[src/hdl/assert_macros.svh]
// assertion macros used by the checker top
`ifndef ASSERT_MACROS_SVH
`define ASSERT_MACROS_SVH
`ifndef SYNTHESIS
`define ASSERT_IMPLY(label, clk, rst_n, ante, cons) \
  label: assert property (@(posedge clk) disable iff (!rst_n) (ante) |-> (cons)) \
    else $error("assertion failed");
`define ASSERT_NEXT(label, clk, rst_n, ante, cons) \
  label: assert property (@(posedge clk) disable iff (!rst_n) (ante) |=> (cons)) \
    else $error("assertion failed");
`else
`define ASSERT_IMPLY(label, clk, rst_n, ante, cons)
`define ASSERT_NEXT(label, clk, rst_n, ante, cons)
`endif
`endif

[src/hdl/eas_pkg.sv]
// shared types and constants of the address syntax checker
package eas_pkg;

  localparam int CountBits = 10;
  localparam int LimitW    = 10;
  localparam int CmpW      = (CountBits > LimitW) ? CountBits : LimitW;
  localparam int CharW     = 8;
  localparam int CfgIdxW   = 2;

  localparam logic [CfgIdxW-1:0] CfgTotal  = 2'd0;
  localparam logic [CfgIdxW-1:0] CfgLocal  = 2'd1;
  localparam logic [CfgIdxW-1:0] CfgDomain = 2'd2;

  localparam logic [LimitW-1:0] TotalLimitRst  = 10'd320;
  localparam logic [LimitW-1:0] LocalLimitRst  = 10'd64;
  localparam logic [LimitW-1:0] DomainLimitRst = 10'd255;

  localparam logic [CharW-1:0] ChAt   = 8'h40;
  localparam logic [CharW-1:0] ChDot  = 8'h2e;
  localparam logic [CharW-1:0] ChDash = 8'h2d;

  typedef enum logic [3:0] {
    VerdictOk          = 4'd0,
    VerdictTooLong     = 4'd1,
    VerdictSeveralAt   = 4'd2,
    VerdictNoAt        = 4'd3,
    VerdictLocalLen    = 4'd4,
    VerdictLocalEdge   = 4'd5,
    VerdictLocalChar   = 4'd6,
    VerdictLocalDouble = 4'd7,
    VerdictDomainLen   = 4'd8,
    VerdictEmptyLabel  = 4'd9,
    VerdictLabelDash   = 4'd10,
    VerdictDomainChar  = 4'd11
  } verdict_e;

  typedef struct packed {
    logic is_at;
    logic is_dot;
    logic is_dash;
    logic is_alnum;
  } char_class_t;

endpackage

[src/hdl/eas_char_class.sv]
// byte classifier: at sign, dot, dash, ascii letter or digit
module eas_char_class (
  input  logic [eas_pkg::CharW-1:0] char_code_i,
  output eas_pkg::char_class_t      class_o
);

  logic lower, upper, digit;

  assign lower = (char_code_i >= 8'h61) && (char_code_i <= 8'h7a);
  assign upper = (char_code_i >= 8'h41) && (char_code_i <= 8'h5a);
  assign digit = (char_code_i >= 8'h30) && (char_code_i <= 8'h39);

  assign class_o.is_at    = (char_code_i == eas_pkg::ChAt);
  assign class_o.is_dot   = (char_code_i == eas_pkg::ChDot);
  assign class_o.is_dash  = (char_code_i == eas_pkg::ChDash);
  assign class_o.is_alnum = lower | upper | digit;

endmodule

[src/hdl/eas_scan.sv]
// address scan state: counters, latched faults and the verdict of the last byte
module eas_scan (
  input  logic                       clk_i,
  input  logic                       rst_ni,
  input  logic                       step_i,
  input  logic                       is_last_i,
  input  eas_pkg::char_class_t       class_i,
  input  logic [eas_pkg::LimitW-1:0] total_limit_i,
  input  logic [eas_pkg::LimitW-1:0] local_limit_i,
  input  logic [eas_pkg::LimitW-1:0] domain_limit_i,
  output eas_pkg::verdict_e          verdict_o
);

  typedef enum logic [1:0] {
    LocErrNone   = 2'd0,
    LocErrChar   = 2'd1,
    LocErrDouble = 2'd2
  } loc_err_e;

  typedef enum logic [1:0] {
    DomErrNone  = 2'd0,
    DomErrEmpty = 2'd1,
    DomErrDash  = 2'd2,
    DomErrChar  = 2'd3
  } dom_err_e;

  typedef logic [eas_pkg::CountBits-1:0] count_t;

  typedef struct packed {
    count_t cnt;
    logic   first_dash;
    logic   last_dash;
    logic   bad_char;
  } label_t;

  typedef struct packed {
    count_t   total;
    logic [1:0] at;
    count_t   loc;
    count_t   dom;
    logic     loc_first_punct;
    logic     prev_punct;
    loc_err_e loc_err;
    label_t   label;
    dom_err_e dom_err;
  } scan_t;

  localparam count_t CntMax = '1;

  function automatic count_t sat_inc(count_t v);
    sat_inc = (v == CntMax) ? v : v + count_t'(1);
  endfunction

  function automatic dom_err_e label_err(label_t l);
    if (l.cnt == '0) begin
      label_err = DomErrEmpty;
    end else if (l.first_dash || l.last_dash) begin
      label_err = DomErrDash;
    end else if (l.bad_char) begin
      label_err = DomErrChar;
    end else begin
      label_err = DomErrNone;
    end
  endfunction

  scan_t    st_q, st_d, st_n;
  dom_err_e dom_err_f;
  logic     punct;
  logic     last_at_one;

  assign punct = class_i.is_dot | class_i.is_dash;

  always_comb begin
    st_n       = st_q;
    st_n.total = sat_inc(st_q.total);
    if (class_i.is_at) begin
      if (st_q.at != 2'd2) begin
        st_n.at = st_q.at + 2'd1;
      end
    end else if (st_q.at == 2'd0) begin
      if (st_q.loc == '0) begin
        st_n.loc_first_punct = punct;
      end
      if (st_q.loc_err == LocErrNone) begin
        if (!(class_i.is_alnum || punct)) begin
          st_n.loc_err = LocErrChar;
        end else if (punct && st_q.prev_punct) begin
          st_n.loc_err = LocErrDouble;
        end
      end
      st_n.prev_punct = punct;
      st_n.loc        = sat_inc(st_q.loc);
    end else if (st_q.at == 2'd1) begin
      st_n.dom = sat_inc(st_q.dom);
      if (class_i.is_dot) begin
        if (st_q.dom_err == DomErrNone) begin
          st_n.dom_err = label_err(st_q.label);
        end
        st_n.label = '0;
      end else begin
        if (st_q.label.cnt == '0) begin
          st_n.label.first_dash = class_i.is_dash;
        end
        st_n.label.last_dash = class_i.is_dash;
        if (!(class_i.is_alnum || class_i.is_dash)) begin
          st_n.label.bad_char = 1'b1;
        end
        st_n.label.cnt = sat_inc(st_q.label.cnt);
      end
    end
  end

  // the final label closes at the end of the address
  assign last_at_one = (st_n.at == 2'd1);
  assign dom_err_f   = (last_at_one && st_n.dom_err == DomErrNone) ?
                       label_err(st_n.label) : st_n.dom_err;

  always_comb begin
    priority if (eas_pkg::CmpW'(st_n.total) > eas_pkg::CmpW'(total_limit_i)) begin
      verdict_o = eas_pkg::VerdictTooLong;
    end else if (st_n.at == 2'd2) begin
      verdict_o = eas_pkg::VerdictSeveralAt;
    end else if (st_n.at == 2'd0) begin
      verdict_o = eas_pkg::VerdictNoAt;
    end else if (st_n.loc == '0 ||
                 eas_pkg::CmpW'(st_n.loc) > eas_pkg::CmpW'(local_limit_i)) begin
      verdict_o = eas_pkg::VerdictLocalLen;
    end else if (st_n.loc_first_punct || st_n.prev_punct) begin
      verdict_o = eas_pkg::VerdictLocalEdge;
    end else if (st_n.loc_err == LocErrChar) begin
      verdict_o = eas_pkg::VerdictLocalChar;
    end else if (st_n.loc_err == LocErrDouble) begin
      verdict_o = eas_pkg::VerdictLocalDouble;
    end else if (st_n.dom == '0 ||
                 eas_pkg::CmpW'(st_n.dom) > eas_pkg::CmpW'(domain_limit_i)) begin
      verdict_o = eas_pkg::VerdictDomainLen;
    end else if (dom_err_f == DomErrEmpty) begin
      verdict_o = eas_pkg::VerdictEmptyLabel;
    end else if (dom_err_f == DomErrDash) begin
      verdict_o = eas_pkg::VerdictLabelDash;
    end else if (dom_err_f == DomErrChar) begin
      verdict_o = eas_pkg::VerdictDomainChar;
    end else begin
      verdict_o = eas_pkg::VerdictOk;
    end
  end

  always_comb begin
    st_d = st_q;
    if (step_i) begin
      st_d = is_last_i ? scan_t'('0) : st_n;
    end
  end

  always_ff @(posedge clk_i or negedge rst_ni) begin
    if (!rst_ni) begin
      st_q <= '0;
    end else begin
      st_q <= st_d;
    end
  end

endmodule

[src/hdl/email_address_syntax_check_top.sv]
// Streaming address syntax checker: one byte per cycle in, one verdict per address out.
// Each accepted byte waits in an input register, then one pass of classify and state update
// decides the next scan state and, on the byte marked last, the verdict, which is held in an
// output register until taken. The block sustains one byte per cycle unless a last byte
// waits on a full output register. A verdict is registered as its last byte leaves the
// input register. The rate is set by the scan state update. The user must write the limits
// through the configuration port while no address is in flight; the block does not check it.
`include "assert_macros.svh"

module email_address_syntax_check_top (
  input  logic                        clk_i,
  input  logic                        rst_ni,
  input  logic                        in_valid_i,
  output logic                        in_ready_o,
  input  logic [eas_pkg::CharW-1:0]   char_code_i,
  input  logic                        is_last_i,
  output logic                        out_valid_o,
  input  logic                        out_ready_i,
  output logic [3:0]                  verdict_o,
  input  logic                        cfg_we_i,
  input  logic [eas_pkg::CfgIdxW-1:0] cfg_idx_i,
  input  logic [eas_pkg::LimitW-1:0]  cfg_data_i
);

  logic [eas_pkg::LimitW-1:0] total_limit_q, local_limit_q, domain_limit_q;

  logic                      s1_valid_q, s1_valid_d;
  logic [eas_pkg::CharW-1:0] s1_char_q;
  logic                      s1_last_q;
  logic                      s1_fire, out_free, in_fire;

  logic              out_valid_q, out_valid_d;
  eas_pkg::verdict_e verdict_q, verdict_c;

  eas_pkg::char_class_t cls;

  always_ff @(posedge clk_i or negedge rst_ni) begin
    if (!rst_ni) begin
      total_limit_q  <= eas_pkg::TotalLimitRst;
      local_limit_q  <= eas_pkg::LocalLimitRst;
      domain_limit_q <= eas_pkg::DomainLimitRst;
    end else if (cfg_we_i) begin
      unique case (cfg_idx_i)
        eas_pkg::CfgTotal:  total_limit_q  <= cfg_data_i;
        eas_pkg::CfgLocal:  local_limit_q  <= cfg_data_i;
        eas_pkg::CfgDomain: domain_limit_q <= cfg_data_i;
        default: ;
      endcase
    end
  end

  // a byte without a verdict never waits on the output side
  assign out_free   = !out_valid_q || out_ready_i;
  assign s1_fire    = s1_valid_q && (!s1_last_q || out_free);
  assign in_ready_o = !s1_valid_q || s1_fire;
  assign in_fire    = in_valid_i && in_ready_o;

  assign s1_valid_d  = in_fire || (s1_valid_q && !s1_fire);
  assign out_valid_d = (s1_fire && s1_last_q) || (out_valid_q && !out_ready_i);

  always_ff @(posedge clk_i or negedge rst_ni) begin
    if (!rst_ni) begin
      s1_valid_q  <= 1'b0;
      out_valid_q <= 1'b0;
    end else begin
      s1_valid_q  <= s1_valid_d;
      out_valid_q <= out_valid_d;
    end
  end

  always_ff @(posedge clk_i) begin
    if (in_fire) begin
      s1_char_q <= char_code_i;
      s1_last_q <= is_last_i;
    end
    if (s1_fire && s1_last_q) begin
      verdict_q <= verdict_c;
    end
  end

  eas_char_class u_class (
    .char_code_i (s1_char_q),
    .class_o     (cls)
  );

  eas_scan u_scan (
    .clk_i          (clk_i),
    .rst_ni         (rst_ni),
    .step_i         (s1_fire),
    .is_last_i      (s1_last_q),
    .class_i        (cls),
    .total_limit_i  (total_limit_q),
    .local_limit_i  (local_limit_q),
    .domain_limit_i (domain_limit_q),
    .verdict_o      (verdict_c)
  );

  assign out_valid_o = out_valid_q;
  assign verdict_o   = verdict_q;

  `ASSERT_NEXT(a_last_gives_verdict, clk_i, rst_ni, s1_fire && s1_last_q, out_valid_q)
  `ASSERT_NEXT(a_stage_holds, clk_i, rst_ni, s1_valid_q && !s1_fire, s1_valid_q && $stable(s1_char_q) && $stable(s1_last_q))
  `ASSERT_IMPLY(a_empty_stage_ready, clk_i, rst_ni, !s1_valid_q, in_ready_o)
  `ASSERT_IMPLY(a_no_overwrite, clk_i, rst_ni, out_valid_q && !out_ready_i, !(s1_fire && s1_last_q))

endmodule

[config.mk]
export PLATFORM = sky130hd
export DESIGN_NAME = email_address_syntax_check_top
export DESIGN_NICKNAME = d
export VERILOG_FILES = /design/src/hdl/eas_pkg.sv /design/src/hdl/eas_char_class.sv /design/src/hdl/eas_scan.sv /design/src/hdl/email_address_syntax_check_top.sv
export VERILOG_INCLUDE_DIRS = /design/src /design/src/hdl
export SDC_FILE = /design/constraint.sdc
export NUM_CORES = 1
export LEC_CHECK = 0
export BUFFER_PORTS_ARGS = -buffer_cell sky130_fd_sc_hd__buf_2
export CORE_MARGIN = 3
export CORE_UTILIZATION = 65
export DETAILED_ROUTE_END_ITERATION = 8
export GPL_TIMING_DRIVEN = 0
export PLACE_DENSITY = 0.84
export REMOVE_ABC_BUFFERS = 1
export SYNTH_ARGS = -nofsm -noshare
export SYNTH_HDL_FRONTEND = slang
export SYNTH_SLANG_ARGS = --single-unit
[constraint.sdc]
create_clock -name clk_i -period 6.5 [get_ports clk_i]
set_clock_uncertainty 0.15 [all_clocks]
set_input_delay 0 -clock clk_i [delete_from_list [all_inputs] [get_ports clk_i]]
set_output_delay 0 -clock clk_i [all_outputs]
set_load 0.03 [all_outputs]
# After elaboration in Yosys (flattened, before gate mapping)
# Cells that the tools add are included.
# totals
reg_bits	96
inputBits	26
out_inout_bits	6
# classes
add_sub_neg	5
order_cmp	9
eq_ne	18
mux	40
n_bitwise	3
reduce_logical	43
# ops
operator	n
$mux W10	7
$mux W51	1
$logic_not A10 Y1	5
$add A10 B1 Y10 const B	4
$eq A10 B10 Y1 const B	4
$mux W39	1
$mux W2	16
$gt A10 B10 Y1	3
$mux W15	2
$mux W4	5
$eq A8 B6 Y1 const B	2
$ge A8 B7 Y1 const B	2
$le A8 B7 Y1 const B	2
$mux W13	1
$logic_not A2 Y1	6
$logic_or A1 B1 Y1	12
$mux W3	4
$eq A2 B1 Y1 const B	5
$eq A2 B2 Y1 const B	5
$logic_and A1 B1 Y1	10
$eq A8 B7 Y1 const B	1
$ge A8 B6 Y1 const B	1
$le A8 B6 Y1 const B	1
$reduce_or A7 Y1	1
7 further kinds	17

# Longest topological paths before layout
# logic_depth
depth_word	25
depth_mapped	18

# Hierarchy
# A second synthesis with hierarchy kept.
# unflattened
cells_unflattened	650
area_unflattened_um2	6324.8
# modules_own_cells
module	instances	cells_each	area_per_inst_um2	seq_area_each_um2
eas_scan	1	549	4504.3	1276.2
email_address_syntax_check_top	1	89	1727.9	1204.9
eas_char_class	1	12	92.6	0.0

# Worst setup path after synthesis
# No wires, ideal clock.
# synth_path
path_kind	register to register
start	register s1_char_q[4] (netlist bit)
end	register verdict_q[0], in the netlist verdict_o[0], data pin
arrival_ns	3.356
slack_ns	2.829
stages_incl_launch_ff	14
path_buffers	0
cell_sequence	edfxtp_1 -> or4b_4 -> o21ai_1 -> a21oi_1 -> and3_1 -> xor2_1 -> ha_1 -> a21o_1 -> a21o_1 -> a21oi_1 -> a21oi_1 -> or4_1 -> o21a_1 -> o31ai_2
# synth_between
elab_chain_len	25
word_cells_on_any_way	64
cone_classes	order compare: 8; eq/ne: 10; mux: 27; bitwise: 3; reduce/logical: 16
# synth_lines
item	line	rtl
start: declaration	email_address_syntax_check_top.sv:28	logic [eas_pkg::CharW-1:0] s1_char_q;
start signal: assignment	email_address_syntax_check_top.sv:73	s1_char_q <= char_code_i;
$ge A8 B7 Y1 (tied with other cells)	eas_char_class.sv:9	assign lower = (char_code_i >= 8'h61) && (char_code_i <= 8'h7a);
$logic_and A1 B1 Y1, on equally long branches	eas_char_class.sv:9, eas_char_class.sv:10	
$or A1 B1 Y1 (2 in a row)	eas_char_class.sv:16	assign class_o.is_alnum = lower | upper | digit;
$logic_or A1 B1 Y1	eas_scan.sv:105	if (!(class_i.is_alnum || class_i.is_dash)) begin
$mux W1	eas_scan.sv:105	
$mux W13	eas_scan.sv:95	if (class_i.is_dot) begin
$mux W15	eas_scan.sv:93	end else if (st_q.at == 2'd1) begin
$mux W15	eas_scan.sv:80	end else if (st_q.at == 2'd0) begin
(+8 left out)	n/a	
$mux W4	eas_scan.sv:137	end else if (dom_err_f == DomErrEmpty) begin
$mux W4	eas_scan.sv:134	end else if (st_n.dom == '0 ||
$mux W3	eas_scan.sv:132	end else if (st_n.loc_err == LocErrDouble) begin
$mux W3	eas_scan.sv:130	end else if (st_n.loc_err == LocErrChar) begin
$mux W3	eas_scan.sv:128	end else if (st_n.loc_first_punct || st_n.prev_punct) begin
$mux W3	eas_scan.sv:125	end else if (st_n.loc == '0 ||
$mux W2	eas_scan.sv:123	end else if (st_n.at == 2'd0) begin
$mux W2 *	eas_scan.sv:121	end else if (st_n.at == 2'd2) begin
end signal: assignment	email_address_syntax_check_top.sv:77	verdict_q <= verdict_c;
end: declaration	email_address_syntax_check_top.sv:33	eas_pkg::verdict_e verdict_q, verdict_c;
# Every way passes the cells marked *; elsewhere a longest branch is shown, timed or not.
# A chain may end at the register's enable or synchronous reset.

# Worst setup path in the final report
# layout_path
start	register u_scan.st_q[39] (netlist bit)
end	register verdict_q[1], in the netlist verdict_o[1], data pin
# layout_between
elab_chain_len	19
word_cells_on_any_way	46
cone_classes	add/sub: 1; order compare: 2; eq/ne: 9; mux: 23; reduce/logical: 11
# layout_lines
item	line	rtl
start: declaration	eas_scan.sv:66	scan_t st_q, st_d, st_n;
start signal: assignment	eas_scan.sv:159	st_q <= st_d;
$eq A2 B1 Y1	eas_scan.sv:93	
$mux W15	eas_scan.sv:93	
$mux W15	eas_scan.sv:80	
$mux W39	eas_scan.sv:76	if (class_i.is_at) begin
$mux W2 / $logic_or A1 B1 Y1 (equally long branches)	eas_scan.sv:59, eas_scan.sv:57	
$mux W2	eas_scan.sv:57	end else if (l.first_dash || l.last_dash) begin
$mux W2	eas_scan.sv:55	if (l.cnt == '0) begin
$mux W2	eas_scan.sv:115	assign dom_err_f = (last_at_one && st_n.dom_err == DomErrNone) ?
(+3 left out)	n/a	
$mux W4	eas_scan.sv:137	
$mux W4	eas_scan.sv:134	
$mux W3	eas_scan.sv:132	
$mux W3	eas_scan.sv:130	
$mux W3	eas_scan.sv:128	
$mux W3	eas_scan.sv:125	
$mux W2	eas_scan.sv:123	
$mux W2 *	eas_scan.sv:121	
# Marks and branches as above.

==> tab_implementation.tex <==
\begin{tabular}{lr}
\hline
Metric & Value \\
\hline
\multicolumn{2}{l}{\textbf{CTS}} \\
\quad Clock transition at the registers of the reported paths & 0.09 ns \\
\quad Clock tree from TritonCTS & built \\
\quad Sinks on the clock net & 96 \\
\quad Depth of the CTS H-tree & 3 \\
\quad Deepest clock path buffer count & 2 \\
\quad Setup repair bufs after CTS & 0 \\
\quad Clock insertion delay at the later pin of the skew report & 0.37 ns \\
\quad Number of clock buffers inserted by TritonCTS & 9 \\
\quad Root buffer cell & sky130\_fd\_sc\_hd\_\_clkbuf\_8 \\
\multicolumn{2}{l}{\textbf{Global route}} \\
\quad Met2 usage in global routing & 49.8\% \\
\quad Total congestion overflow after global routing & 0 \\
\quad Fraction of met1 tracks used by global routing & 37.7\% \\
\quad Tot GR Track Use & 29.7\% \\
\quad Number of antenna violations at the first check in global routing & 0 \\
\quad Met3 usage & 5.06\% \\
\quad Routing layer with the top usage in global route & met2 \\
\quad Global-route wire length before repair & 26,700 µm \\
\quad Vias in the first global route & 5,714 \\
\quad Maximum number of pins on one net before global-route repair & 61 \\
\multicolumn{2}{l}{\textbf{Floorplan}} \\
\quad Die Height & 105 µm \\
\quad Placeable Area & 9330 µm² \\
\quad Area of the die & 10,900 µm² \\
\quad Die W & 105 µm \\
\quad Number of top-level design ports & 32 \\
\quad Count of standard-cell rows & 35 \\
\quad Initial Utilization & 67.7\% \\
\multicolumn{2}{l}{\textbf{STA}} \\
\quad Worst max-slew margin expressed relative to the limit & 27.8\% \\
\quad Setup repair after global routing missed its margin & false \\
\quad F\_max & 229 MHz \\
\quad Hold Vio Cnt, Final & 0 \\
\quad Final worst hold slack & 0.0180 ns \\
\quad Worst-Margin Slew & 1.08 ns \\
\quad Max-slew violation total from the final report & 0 \\
\quad Fin crit period & 4.37 ns \\
\quad Final worst path period share & 67.3\% \\
\quad Final count of negative-setup-slack endpoints & 0 \\
\quad Final-layout setup total negative slack & 0 ns \\
\multicolumn{2}{l}{\textbf{Critical path}} \\
\quad Nature of the critical path endpoint & flip-flop \\
\quad Start-to-end type of the worst setup path & flip-flop to flip-flop \\
\quad WP data required & 6.45 ns \\
\quad Element type at the critical path start & flip-flop \\
\quad Largest fanout on the critical path & 21 \\
\quad Depth of the worst register-to-register path & 16 \\
\quad Reg2Reg Launch Point & u\_scan.st\_q[39] \\
\quad Startpoint of the most critical setup path & u\_scan.st\_q[39] \\
\quad Reg-to-reg endpoint & verdict\_o[1] \\
\quad Worst reg2reg setup slack & 2.13 ns \\
\quad Arrival time at the worst endpoint & 4.32 ns \\
\quad End point of the critical path & verdict\_o[1] \\
\multicolumn{2}{l}{\textbf{Yosys}} \\
\quad Share of synthesized area spent on multiplexers & 5.25\% \\
\quad Area share of fa/ha/maj cells after synthesis & 8.13\% \\
\quad Xor and xnor area share after synthesis & 3.05\% \\
\quad Post-synthesis share of cell area spent on and, or, nand and nor gates & 20.1\% \\
\quad Count of yosys warnings during synthesis & 0 \\
\quad Main flop type after synthesis & sky130\_fd\_sc\_hd\_\_dfrtp\_1 \\
\quad Post-synth EDFFs & 13 \\
\quad Dominant combinational cell family by area after synthesis & simple AND/OR/NAND/NOR gates \\
\quad Share of flip-flops with an asynchronous set or reset & 86.5\% \\
\quad Cell Area, Synth & 6310 µm² \\
\quad Post-synthesis cell count & 694 \\
\quad Share of the synthesized area in compound gates (AO/OA/AOI/OAI) & 19.1\% \\
\quad Mean instance size in the synthesized netlist & 9.10 µm² \\
\quad Flops \& latches, synth & 96 \\
\quad Post-synthesis cell type count & 70 \\
\quad Sequential fraction of the synthesis area & 39.3\% \\
\multicolumn{2}{l}{\textbf{Power and ir drop}} \\
\quad Leakage dissipation & 3.19 nW \\
\quad Clock share of power & 31.7\% \\
\quad Fraction of power consumed by combinational cells & 19.7\% \\
\quad Switching fraction of total power & 28.1\% \\
\quad Power density relative to cell area & 204 nW/µm² \\
\quad Post-layout power & 1.46 mW \\
\quad Worst VDD drop & 0.000130 V \\
\quad Internal power & 1.05 mW \\
\quad NetSw & 411 µW \\
\quad Proportion of power drawn by flip-flops and latches & 48.6\% \\
\multicolumn{2}{l}{\textbf{Place}} \\
\quad Cell total after placement & 823 \\
\quad Port bufs & 31 \\
\quad Post-DP Area & 6550 µm² \\
\quad Final HPWL from detailed placement & 10,500 µm \\
\quad Global placement routability congestion & 0.894 \\
\multicolumn{2}{l}{\textbf{Run}} \\
\quad Total of max-cap violations & 0 \\
\multicolumn{2}{l}{\textbf{Min path}} \\
\quad Worst Hold Class & input pin to async pin \\
\multicolumn{2}{l}{\textbf{Route}} \\
\quad Detailed-router iteration count before antenna repair & 5 \\
\quad Per-cell via count in the routed design & 6.45 \\
\quad Routed wirelength normalized by instance count & 18.4 µm \\
\quad Count of routing violations after the opening detailed-route iteration & 477 \\
\quad DRT antenna net count & 0 \\
\quad Number of design rule violations left after detail routing & 0 \\
\quad Vias after detailed routing & 5,661 \\
\quad Wire length after detailed routing & 16,100 µm \\
\multicolumn{2}{l}{\textbf{Finish}} \\
\quad Number of inserted diodes & 0 \\
\quad Post-layout instance count excluding filler cells & 877 \\
\quad Final-layout fill cell count & 609 \\
\quad Fraction of final layout cells with drive strength greater than 1 & 13.1\% \\
\quad Area growth from synthesis to layout & 13.5\% \\
\quad Number of nets at the end of the flow & 810 \\
\quad Cell area after layout & 7170 µm² \\
\multicolumn{2}{l}{\textbf{Outcome}} \\
\quad Result of the run & completed \\
\hline
\end{tabular}
[how the worst min path moves through the flow]
stage	slack, ns	depth (start not counted)	endpoint	from
2_1_floorplan	-0.45	0	domain_limit_q[8]	rst_ni
3_5_place_dp	-0.22	1	u_scan.st_q[26]	rst_ni
6_report	0.02	3	domain_limit_q[9]	rst_ni
3_3_place_gp	0.03	1	s1_last_q	is_last_i
5_1_grt	0.05	3	domain_limit_q[9]	rst_ni
4_1_cts	0.03	3	domain_limit_q[9]	rst_ni
[logic make-up (layout without fill, tap and decap cells)]
logic type	Yosys count	count (layout)
simple gates	239	239
mux	30	30
compound gates	185	185
buf+inv	81	135
flops	96	96
fa+ha+maj	41	41
xor+xnor	22	22
[state kept, by name, indices dropped and copies added (netlist names)]
register / flops
s1_valid_q: 1
local_limit_q: 10
verdict_o: 4
out_valid_o: 1
s1_char_q: 8
u_scan.st_q: 51
total_limit_q: 10
s1_last_q: 1
domain_limit_q: 10
[cell usage after synthesis, types with 4 or more instances]
master / number / area share [%]
sky130_fd_sc_hd__o21ai_0: 63 / 5.0
sky130_fd_sc_hd__nand4b_1: 5 / 0.69
sky130_fd_sc_hd__nor2b_1: 11 / 1.1
sky130_fd_sc_hd__mux2i_1: 5 / 0.79
sky130_fd_sc_hd__nor4_1: 5 / 0.50
sky130_fd_sc_hd__nand2b_1: 4 / 0.40
sky130_fd_sc_hd__edfxtp_1: 13 / 6.2
sky130_fd_sc_hd__inv_1: 48 / 2.9
sky130_fd_sc_hd__nor3_1: 15 / 1.2
sky130_fd_sc_hd__clkbuf_1: 28 / 1.7
sky130_fd_sc_hd__and3_1: 14 / 1.4
sky130_fd_sc_hd__and2_1: 9 / 0.89
sky130_fd_sc_hd__a22o_1: 16 / 2.2
sky130_fd_sc_hd__nor2_1: 33 / 2.0
sky130_fd_sc_hd__ha_1: 41 / 8.1
sky130_fd_sc_hd__nand4_1: 13 / 1.3
sky130_fd_sc_hd__a211oi_1: 4 / 0.48
sky130_fd_sc_hd__xnor2_1: 18 / 2.5
sky130_fd_sc_hd__a31oi_1: 8 / 0.79
sky130_fd_sc_hd__dfstp_2: 11 / 4.6
sky130_fd_sc_hd__and4_1: 9 / 1.2
sky130_fd_sc_hd__nand2_1: 77 / 4.6
sky130_fd_sc_hd__a21oi_1: 30 / 2.4
sky130_fd_sc_hd__dfrtp_1: 72 / 29
sky130_fd_sc_hd__xor2_1: 4 / 0.55
sky130_fd_sc_hd__o31ai_1: 8 / 0.95
sky130_fd_sc_hd__buf_2: 4 / 0.32
sky130_fd_sc_hd__o22ai_1: 4 / 0.40
sky130_fd_sc_hd__a21o_1: 10 / 1.2
sky130_fd_sc_hd__mux2_2: 25 / 4.5
sky130_fd_sc_hd__o21ai_1: 5 / 0.40
sky130_fd_sc_hd__nand3_1: 21 / 1.7
[what timing repair did]
item / 4_1_cts / 5_1_grt
resized for setup: 0 / 0
hold endpoints to repair: 113 / 0
hold buffers: 38 / 0
[layer usage]
layer,vias to the layer above,wire length (µm)
li1,2629,-
met1,2723,6630
met2,255,7850
met3,54,1060
met4,0,573
met5,-,0
[area by class of cell]
class | count | area (µm²) | area share [%]
sequential | 96 | 2480 | 34.6
multi-input combinational | 517 | 3530 | 49.2
inverter | 48 | 180 | 2.51
clock buffer | 14 | 174 | 2.43
clock inverter | 2 | 60.1 | 0.838
timing repair buffer | 71 | 581 | 8.10
tap | 129 | 161 | 2.25
[power by group through the flow]
stage	clock network [mW]	logic (mW)	registers, mW
after floorplan	0	0.175	0.708
after global placement	0	0.236	0.714
after detailed placement	0	0.254	0.718
after CTS	0.460	0.279	0.706
after global routing	0.481	0.320	0.715
final	0.462	0.287	0.710
[cell usage in the layout (no fill, tap or decap), types with 4 or more instances in the layout]
cell                            Yosys  routed
sky130_fd_sc_hd__o22ai_1            4       4
sky130_fd_sc_hd__and4_1             9       9
sky130_fd_sc_hd__nand4_1           13      13
sky130_fd_sc_hd__o31ai_1            8       8
sky130_fd_sc_hd__dfrtp_1           72      72
sky130_fd_sc_hd__dfstp_2           11      11
sky130_fd_sc_hd__a31oi_1            8       8
sky130_fd_sc_hd__buf_2              4      30
sky130_fd_sc_hd__xor2_1             4       4
sky130_fd_sc_hd__clkbuf_8           0      10
sky130_fd_sc_hd__and2_1             9       9
sky130_fd_sc_hd__nor2_1            33      32
sky130_fd_sc_hd__nor2b_1           11      11
sky130_fd_sc_hd__nand3_1           21      21
sky130_fd_sc_hd__a211oi_1           4       4
sky130_fd_sc_hd__a21o_1            10      10
sky130_fd_sc_hd__nand2_1           77      76
sky130_fd_sc_hd__a22o_1            16      16
sky130_fd_sc_hd__nand4b_1           5       5
sky130_fd_sc_hd__and3_1            14      14
sky130_fd_sc_hd__nand2b_1           4       4
sky130_fd_sc_hd__o21ai_1            5       5
sky130_fd_sc_hd__ha_1              41      41
sky130_fd_sc_hd__dlygate4sd3_1      0      38
sky130_fd_sc_hd__a21oi_1           30      30
sky130_fd_sc_hd__inv_1             48      48
sky130_fd_sc_hd__nor4_1             5       5
sky130_fd_sc_hd__xnor2_1           18      18
sky130_fd_sc_hd__mux2_2            25      25
sky130_fd_sc_hd__nor3_1            15      15
sky130_fd_sc_hd__edfxtp_1          13      13
sky130_fd_sc_hd__mux2i_1            5       5
sky130_fd_sc_hd__o21ai_0           63      63
[per-stage QoR]
| stage | worst slack (ns) | util (%) |
|---|---|---|
| after detailed placement | 1.70 | 70.2 |
| after global placement | 1.85 | 69.6 |
| after global routing | 1.88 | 76.8 |
| after floorplan | 2.73 | - |
| final | 2.13 | 76.8 |
| after CTS | 1.64 | 76.8 |
[worst max-delay path, cell delays in order (launching register included)]
cell	delay, ns
sky130_fd_sc_hd__dfrtp_1	0.41
sky130_fd_sc_hd__inv_1	0.10
sky130_fd_sc_hd__ha_1	0.25
sky130_fd_sc_hd__nor2b_1	0.26
sky130_fd_sc_hd__a21boi_2	0.78
sky130_fd_sc_hd__nand3_1	0.38
sky130_fd_sc_hd__nor2_1	0.21
sky130_fd_sc_hd__xor2_1	0.11
sky130_fd_sc_hd__ha_1	0.29
sky130_fd_sc_hd__nand4_1	0.11
sky130_fd_sc_hd__nor3_1	0.28
sky130_fd_sc_hd__a21oi_1	0.11
sky130_fd_sc_hd__o211ai_1	0.09
sky130_fd_sc_hd__nand2_1	0.08
sky130_fd_sc_hd__o41ai_1	0.17
sky130_fd_sc_hd__nand4b_1	0.21
sky130_fd_sc_hd__a31oi_1	0.11
Note: power is estimated with default switching activity, not from simulation.
